**config.mk**
```make
export PLATFORM = sky130hd
export DESIGN_NAME = delta_run_length_encoder
export DESIGN_NICKNAME = d
export VERILOG_FILES = /design/src/rtl/core/dre_pkg.sv /design/src/rtl/core/delta_run_length_encoder.sv /design/src/rtl/core/dre_encode.sv /design/src/rtl/core/dre_out_queue.sv
export VERILOG_INCLUDE_DIRS = /design/src /design/src/rtl/core
export SDC_FILE = /design/constraint.sdc
export NUM_CORES = 1
export LEC_CHECK = 0
export ABC_AREA = 1
export BUFFER_PORTS_ARGS = -buffer_cell sky130_fd_sc_hd__buf_2
export CORE_MARGIN = 3
export CORE_UTILIZATION = 40
export DETAILED_ROUTE_END_ITERATION = 8
export PLACE_DENSITY = 0.58
export RECOVER_POWER = 100
export SKIP_CTS_REPAIR_TIMING = 1
export SKIP_LAST_GASP = 1
export SLEW_MARGIN = 20
export SYNTH_ARGS = -nofsm -noshare
export SYNTH_HDL_FRONTEND = slang
export SYNTH_SLANG_ARGS = --single-unit
```
**constraint.sdc**
```tcl
create_clock -name clk -period 4.45 [get_ports clk]
set_input_delay 0.445 -clock clk [delete_from_list [all_inputs] [get_ports clk]]
set_output_delay 0.445 -clock clk [all_outputs]
set_load 0.02 [all_outputs]
```
**src/rtl/core/delta_run_length_encoder_macros.svh**
```systemverilog
// assertion macros for the delta run-length encoder
// used by dre_encode and dre_out_queue; no other dependencies
`ifndef DELTA_RUN_LENGTH_ENCODER_MACROS_SVH
`define DELTA_RUN_LENGTH_ENCODER_MACROS_SVH
`ifndef SYNTH
// same-cycle implication under reset
`define DRE_ASSERT_IMP(label, clk, rst_n, ante, cons) \
    label: assert property (@(posedge clk) disable iff (!rst_n) (ante) |-> (cons)) \
        else $error("dre assertion failed");
// next-cycle implication under reset
`define DRE_ASSERT_NXT(label, clk, rst_n, ante, cons) \
    label: assert property (@(posedge clk) disable iff (!rst_n) (ante) |=> (cons)) \
        else $error("dre assertion failed");
`else
`define DRE_ASSERT_IMP(label, clk, rst_n, ante, cons)
`define DRE_ASSERT_NXT(label, clk, rst_n, ante, cons)
`endif
`endif

```
**src/rtl/core/dre_pkg.sv**
```systemverilog
// shared types and constants for the delta run-length encoder
// no dependencies
`timescale 1ns / 1ps

package dre_pkg;

    // width of the run length counter, capped at 32 bits of count
    localparam int COUNT_BITS = 32;
    localparam int RUN_BITS   = (COUNT_BITS < 32) ? COUNT_BITS : 32;

    // token queue geometry
    localparam int DEPTH     = 4;
    localparam int PTR_BITS  = $clog2(DEPTH);
    localparam int CNT_BITS  = $clog2(DEPTH + 1);

    typedef enum logic [1:0] {
        OP_APPEND     = 2'h0,
        OP_CHECKPOINT = 2'h1,
        OP_FLUSH      = 2'h2,
        OP_IGNORE     = 2'h3
    } op_t;

    typedef enum logic [1:0] {
        TAG_POS = 2'h0,
        TAG_NEG = 2'h1,
        TAG_ABS = 2'h2,
        TAG_RUN = 2'h3
    } tag_t;

    typedef struct packed {
        tag_t               tag;
        logic [31:0]        payload;
        logic signed [31:0] run_step;
        logic               last;
    } token_t;

    // tokens produced by one accepted item, packed from tok0
    typedef struct packed {
        logic [1:0] cnt;
        token_t     tok0;
        token_t     tok1;
    } push_t;

endpackage

```
**src/rtl/core/delta_run_length_encoder.sv**
```systemverilog
// delta run-length encoder top level: one id or command in, tokens out
// the tokens of an item enter the registered token queue on its transfer
// throughput: one item per cycle while in_stall is low; a checkpoint that closes a run gives
// two tokens at once; in_stall is high while the four-entry token queue holds three or four
// reset: rst_n clears the previous id, run difference, run length and the token queue
`timescale 1ns / 1ps

module delta_run_length_encoder (
    input  logic               clk,
    input  logic               rst_n,
    input  logic               in_valid,
    output logic               in_stall,
    input  logic [1:0]         operation,
    input  logic [31:0]        value,
    output logic               out_valid,
    input  logic               out_stall,
    output logic [1:0]         tag,
    output logic [31:0]        payload,
    output logic signed [31:0] run_step,
    output logic               last
);
    import dre_pkg::*;

    logic   accept;
    logic   full;
    push_t  push;
    token_t head;

    // input transfer
    assign in_stall = full;
    assign accept   = in_valid && !full;

    dre_encode u_encode (
        .clk    (clk),
        .rst_n  (rst_n),
        .accept (accept),
        .op     (op_t'(operation)),
        .value  (value),
        .push   (push)
    );

    dre_out_queue u_queue (
        .clk       (clk),
        .rst_n     (rst_n),
        .push      (push),
        .full      (full),
        .out_valid (out_valid),
        .out_stall (out_stall),
        .head      (head)
    );

    // output fields
    assign tag      = head.tag;
    assign payload  = head.payload;
    assign run_step = head.run_step;
    assign last     = head.last;

endmodule

```
**src/rtl/core/dre_encode.sv**
```systemverilog
// run state registers and token generation for one accepted item
// depends on dre_pkg and delta_run_length_encoder_macros.svh
`timescale 1ns / 1ps
`include "delta_run_length_encoder_macros.svh"

module dre_encode (
    input  logic           clk,
    input  logic           rst_n,
    input  logic           accept,
    input  dre_pkg::op_t   op,
    input  logic [31:0]    value,
    output dre_pkg::push_t push
);
    import dre_pkg::*;

    logic [31:0]         prev_reg, prev_next;
    logic [31:0]         diff_reg, diff_next;
    logic [RUN_BITS-1:0] len_reg, len_next;

    logic        neg;
    logic [31:0] mag;
    logic [31:0] new_diff;
    logic        close_vld;
    token_t      close_tok;
    token_t      abs_tok;

    // token that closes the pending run
    always_comb
    begin
        neg       = diff_reg[31];
        mag       = neg ? (32'd0 - diff_reg) : diff_reg;
        close_vld = (len_reg != '0);
        close_tok.tag      = TAG_RUN;
        close_tok.payload  = 32'(len_reg);
        close_tok.run_step = diff_reg;
        close_tok.last     = 1'b1;
        if (len_reg == RUN_BITS'(1))
        begin
            close_tok.run_step = '0;
            if (prev_reg > mag)
            begin
                if (neg)
                begin
                    close_tok.tag = TAG_NEG;
                end
                else
                begin
                    close_tok.tag = TAG_POS;
                end
                close_tok.payload = mag;
            end
            else
            begin
                close_tok.tag     = TAG_ABS;
                close_tok.payload = prev_reg;
            end
        end
    end

    // next state and tokens for the item on the input
    always_comb
    begin
        new_diff         = value - prev_reg;
        abs_tok.tag      = TAG_ABS;
        abs_tok.payload  = value;
        abs_tok.run_step = '0;
        abs_tok.last     = 1'b1;
        prev_next = prev_reg;
        diff_next = diff_reg;
        len_next  = len_reg;
        push.cnt  = 2'd0;
        push.tok0 = close_tok;
        push.tok1 = abs_tok;
        unique case (op)
            OP_APPEND:
            begin
                prev_next = value;
                if (new_diff == diff_reg)
                begin
                    if (len_reg == '1)
                    begin
                        // saturated run goes out whole, a new run starts
                        push.cnt           = 2'd1;
                        push.tok0.tag      = TAG_RUN;
                        push.tok0.payload  = 32'(len_reg);
                        push.tok0.run_step = diff_reg;
                        len_next           = RUN_BITS'(1);
                    end
                    else
                    begin
                        len_next = len_reg + RUN_BITS'(1);
                    end
                end
                else
                begin
                    push.cnt  = close_vld ? 2'd1 : 2'd0;
                    len_next  = RUN_BITS'(1);
                    diff_next = new_diff;
                end
            end
            OP_CHECKPOINT:
            begin
                prev_next = value;
                diff_next = '0;
                len_next  = '0;
                if (close_vld)
                begin
                    push.cnt       = 2'd2;
                    push.tok0.last = 1'b0;
                end
                else
                begin
                    push.cnt  = 2'd1;
                    push.tok0 = abs_tok;
                end
            end
            OP_FLUSH:
            begin
                diff_next = '0;
                len_next  = '0;
                push.cnt  = close_vld ? 2'd1 : 2'd0;
            end
            OP_IGNORE:
            begin
                push.cnt = 2'd0;
            end
            default:
            begin
                push.cnt = 2'd0;
            end
        endcase
        if (!accept)
        begin
            push.cnt = 2'd0;
        end
    end

    // run state
    always_ff @(posedge clk or negedge rst_n)
    begin
        if (!rst_n)
        begin
            prev_reg <= '0;
            diff_reg <= '0;
            len_reg  <= '0;
        end
        else if (accept)
        begin
            prev_reg <= prev_next;
            diff_reg <= diff_next;
            len_reg  <= len_next;
        end
    end

    `DRE_ASSERT_IMP(a_two_only_ckpt, clk, rst_n, push.cnt == 2'd2, accept && op == OP_CHECKPOINT)
    `DRE_ASSERT_NXT(a_ckpt_state, clk, rst_n, accept && op == OP_CHECKPOINT, len_reg == '0 && prev_reg == $past(value))
    `DRE_ASSERT_IMP(a_no_tok_idle, clk, rst_n, !accept, push.cnt == 2'd0)

endmodule

```
**src/rtl/core/dre_out_queue.sv**
```systemverilog
// four-entry token queue between the encoder and the output channel
// depends on dre_pkg and delta_run_length_encoder_macros.svh
`timescale 1ns / 1ps
`include "delta_run_length_encoder_macros.svh"

module dre_out_queue (
    input  logic            clk,
    input  logic            rst_n,
    input  dre_pkg::push_t  push,
    output logic            full,
    output logic            out_valid,
    input  logic            out_stall,
    output dre_pkg::token_t head
);
    import dre_pkg::*;

    token_t              entries [DEPTH];
    logic [PTR_BITS-1:0] wr_ptr_reg, wr_ptr_next;
    logic [PTR_BITS-1:0] rd_ptr_reg, rd_ptr_next;
    logic [CNT_BITS-1:0] count_reg, count_next;
    logic                pop;

    // room for two tokens is required before an item is taken
    assign full      = (count_reg > CNT_BITS'(DEPTH - 2));
    assign out_valid = (count_reg != '0);
    assign head      = entries[rd_ptr_reg];
    assign pop       = out_valid && !out_stall;

    // pointer and fill count update
    always_comb
    begin
        wr_ptr_next = wr_ptr_reg + PTR_BITS'(push.cnt);
        rd_ptr_next = rd_ptr_reg + PTR_BITS'(pop);
        count_next  = count_reg + CNT_BITS'(push.cnt) - CNT_BITS'(pop);
    end

    always_ff @(posedge clk or negedge rst_n)
    begin
        if (!rst_n)
        begin
            wr_ptr_reg <= '0;
            rd_ptr_reg <= '0;
            count_reg  <= '0;
        end
        else
        begin
            wr_ptr_reg <= wr_ptr_next;
            rd_ptr_reg <= rd_ptr_next;
            count_reg  <= count_next;
        end
    end

    // token storage
    always_ff @(posedge clk)
    begin
        if (push.cnt != 2'd0)
        begin
            entries[wr_ptr_reg] <= push.tok0;
        end
        if (push.cnt == 2'd2)
        begin
            entries[wr_ptr_reg + PTR_BITS'(1)] <= push.tok1;
        end
    end

    `DRE_ASSERT_IMP(a_no_overflow, clk, rst_n, push.cnt != 2'd0, count_reg <= CNT_BITS'(DEPTH) - CNT_BITS'(push.cnt))
    `DRE_ASSERT_NXT(a_pop_count, clk, rst_n, pop && push.cnt == 2'd0, count_reg == $past(count_reg) - CNT_BITS'(1))
    `DRE_ASSERT_IMP(a_ptr_gap, clk, rst_n, count_reg == '0, wr_ptr_reg == rd_ptr_reg)

endmodule

```
==> impl_results.md <==
* Maximum VDD drop at 0.470 mV
* CTS tree: yes
* Area share of fa/ha/maj cells after synthesis at 0.0423
* Cell count after synthesis at 3316
* Vias in the first global route at 22254
* Tot GR Track Use at 0.288
* Top Family by Delay on Critical Path: simple AND/OR/NAND/NOR gates
* Yosys reg bits at 371
* Post-synth cell types at 50
* Drt initial violations at 2642
* Final WS setup at 0.0439 ns
* Buffers & Inverters on Critical Path at 4
* Synth async-reset ratio at 0.278
* Fmax at 0.227 GHz
* Setup-failing EPs final at 0
* Worst-path clk slew at 0.06 ns
* Die H at 248 um
* IO Count at 107
* XOR/XNOR Fraction of Synth Area at 0.0194
* Largest family of logic cells by synthesized area: simple AND/OR/NAND/NOR gates
* Design Power at 22.8 mW
* CP endpoint kind: flop
* RSZ-0062 raised after global routing: yes
* Worst path most repeated cell: nand2_1
* Pre-antenna DRT Iters at 6
* Compound-Gate Fraction of Synth Area at 0.165
* Main area contributors after synthesis: edfxtp_1, dfxtp_1, dfrtp_1
* Multi-input gate area at 12700 sq um
* Crit path max fanout at 5
* Reg-to-reg startpoint: u_encode.diff_reg[0]$_DFFE_PN0P_
* Area grow syn2layout at 19.6%
* Outcome: finished, violations left
* Hold Crit Class: in -> reg
* Worst-skew pair later-pin latency at 0.58 ns
* Worst Path Arrival at 4.80 ns
* Layout Cells excl Fill at 4279
* Post-synth EDFFs at 128
* Most common cell in the synthesized netlist: nand2_1
* Leakage power at 12.1 nW
* Post-route minimum period at 4.41 ns
* Max reg flops at 268
* Wire length per cell at 21.1 um
* Chip width at 248 um
* Total grt overflow at 0
* Commonest cells in the netlist: nand2_1, nand3_1, o21ai_0
* Endpoints failing hold at 0
* Hold Path Sink: u_encode.prev_reg[12]$_DFFE_PN0P_
* Slowest stage delay, CP at 0.39 ns
* Max clock buf depth at 3
* Via/cell ratio at 5.64
* IO Port Bufs at 106
* Slew Limit Fails at 26
* Fin area at 28000 sq um
* Top FF cell, synth: dfxtp_1
* Register Area at 9230 sq um
* CP max stage cell: dfrtp_1
* Worst slew margin at -0.458
* Pre-CTS setup slack at -0.181 ns
* Simple-gate portion of the synthesized area at 0.288
* Final ANT Viol Nets at 0
* TritonCTS Buffers at 44
* Hold path cells at 3
* Post-synthesis mux area share at 0.000480
* Placed inst area at 25900 sq um
* Largest net degree at the start of global routing at 95
* Synth top area share at 0.164
* # DRC at 0
* Leading area contributor after synthesis: edfxtp_1
* Root Driver: clkbuf_16
* Initial antenna violation count at 0
* Worst path cell trace: buf_4 > nor3_4 > nand3_2 > nor2_4 > nand3_1 > o31ai_2 > xor2_1 > inv_1 > ha_1 > nand2_1 > nor2_1 > nand4_1 > a31o_2 > nand2_1 > nand2_1 > a21boi_4 > buf_6 > clkbuf_16 > nand2_1 > a22oi_2 > nand2_1 > nand3b_1 > o21ai_1 > o21ai_1
* Most flops, register: u_queue.entries
* Synth Cell Area at 23400 sq um
* NumNets Final at 3594
* Startpoint types: flop
* Fillcell total at 5815
* Reg2Reg Depth at 24
* Worst r2r dst: u_queue.entries[3][41]$_DFFE_PP_
* Std cell rows at 88
* Max_cap viols at 1
* Mean Syn Cell Area at 7.07 sq um
* Worst Path Required at 4.84 ns
* Pwr per Cell Area at 813 nW/um^2
* Hold Path Origin: value[12]
* Final Util at 0.485
* First-pass GRT wire length at 136 mm
* Failing checks: max-capacitance violations, max-slew violations
* Crit share post-route at 0.990
* Detail Placement HPWL at 66.6 mm
* Cells after DPL at 4180
* Flop2flop setup slack at 0.04 ns
* Post-synthesis sequential area ratio at 0.393
* H-Tree Depth at 2
* Initial Util at 0.406
* Synth warn at 0
* Clock Skew at 0.0299 ns
* Net count after synthesis at 3432
* Kind of critical path: reg -> reg
* WL final at 90.1 mm
* Die area at 61500 sq um
* Slew @ Worst Pin at 2.19 ns
* Layout cells sized above 1 at 0.138
* Core area at 57800 sq um
* DR vias at 24132
* GPL Wtd Cong at 0.969
* CTS Sinks at 371
## cells by family after synthesis
logic type / after synthesis
AOI/OAI and AO/OA: 723
xor gates and xnor gates: 52
adders and majority gates: 78
buffers and inverters: 531
DFF: 371
muxes: 1
and+or+nand+nor: 1560
## tightest hold or removal path, stage by stage
cell     delay (ns)
buf_2          0.10
nand2_1        0.05
o21ai_0        0.06
## routing by layer
metal	vias up	track usage	part of all wire
li1	11512	-	-
met1	11443	0.420	0.45
met2	1042	0.443	0.43
met3	135	0.0383	0.083
met4	0	0.0862	0.033
met5	-	0	0
## metrics by stage
step / setup TNS (ns) / hold WS [ns]
floorplan: 0 / 0.149
global placement: -0.146 / 0.434
detailed placement: -3.03 / 0.438
CTS: -4.11 / -0.169
global route: -23.48 / 0.122
finish: 0 / 0.109
## worst max path at each step
| stage | startpoint | endpoint | slack, ns | cells past startpoint |
|---|---|---|---|---|
| 2_1_floorplan | u_encode.diff_reg[0]$_DFFE_PN0P_ | u_queue.entries[2][59]$_DFFE_PP_ | 0.28 | 24 |
| 4_1_cts | u_encode.diff_reg[2]$_DFFE_PN0P_ | u_queue.entries[1][52]$_DFFE_PP_ | -0.21 | 26 |
| 5_1_grt | u_encode.diff_reg[5]$_DFFE_PN0P_ | u_queue.entries[3][35]$_DFFE_PP_ | -0.24 | 24 |
| 3_5_place_dp | u_encode.diff_reg[2]$_DFFE_PN0P_ | u_queue.entries[1][52]$_DFFE_PP_ | -0.18 | 26 |
| 3_3_place_gp | u_encode.diff_reg[2]$_DFFE_PN0P_ | u_queue.entries[1][52]$_DFFE_PP_ | -0.05 | 26 |
| 6_report | u_encode.diff_reg[0]$_DFFE_PN0P_ | u_queue.entries[3][41]$_DFFE_PP_ | 0.04 | 24 |
## power breakdown
| group | total [mW] | switching (mW) | internal [mW] | leakage (nW) |
|---|---|---|---|---|
| combinational | 13.8 | 9.28 | 4.51 | 7.72 |
| sequential | 5.30 | 0.786 | 4.52 | 3.69 |
| clock | 3.69 | 1.50 | 2.19 | 0.727 |
| total | 22.8 | 11.6 | 11.2 | 12.1 |
## cell type report
class / instances / area share
multi-input cells: 2414 / 0.454
flip-flops and latches: 371 / 0.329
repair buffers: 299 / 0.0834
inverters: 348 / 0.0468
clock buffers: 63 / 0.0458
well taps: 765 / 0.0341
clock inverters: 18 / 0.00669
diodes: 1 / 0.0000892
## cells in the final DEF, fill, tap and decap left out, types with 80 or more instances in the layout
cell type  instances
dfxtp_1          140
nand2_1          611
nor2_1           352
inv_1            331
o21ai_1           94
buf_4            140
clkbuf_1          80
o21ai_0          361
a21oi_1          108
dfrtp_1           96
nand3_1          393
edfxtp_1         128
Power figures use the tool's default switching activity.
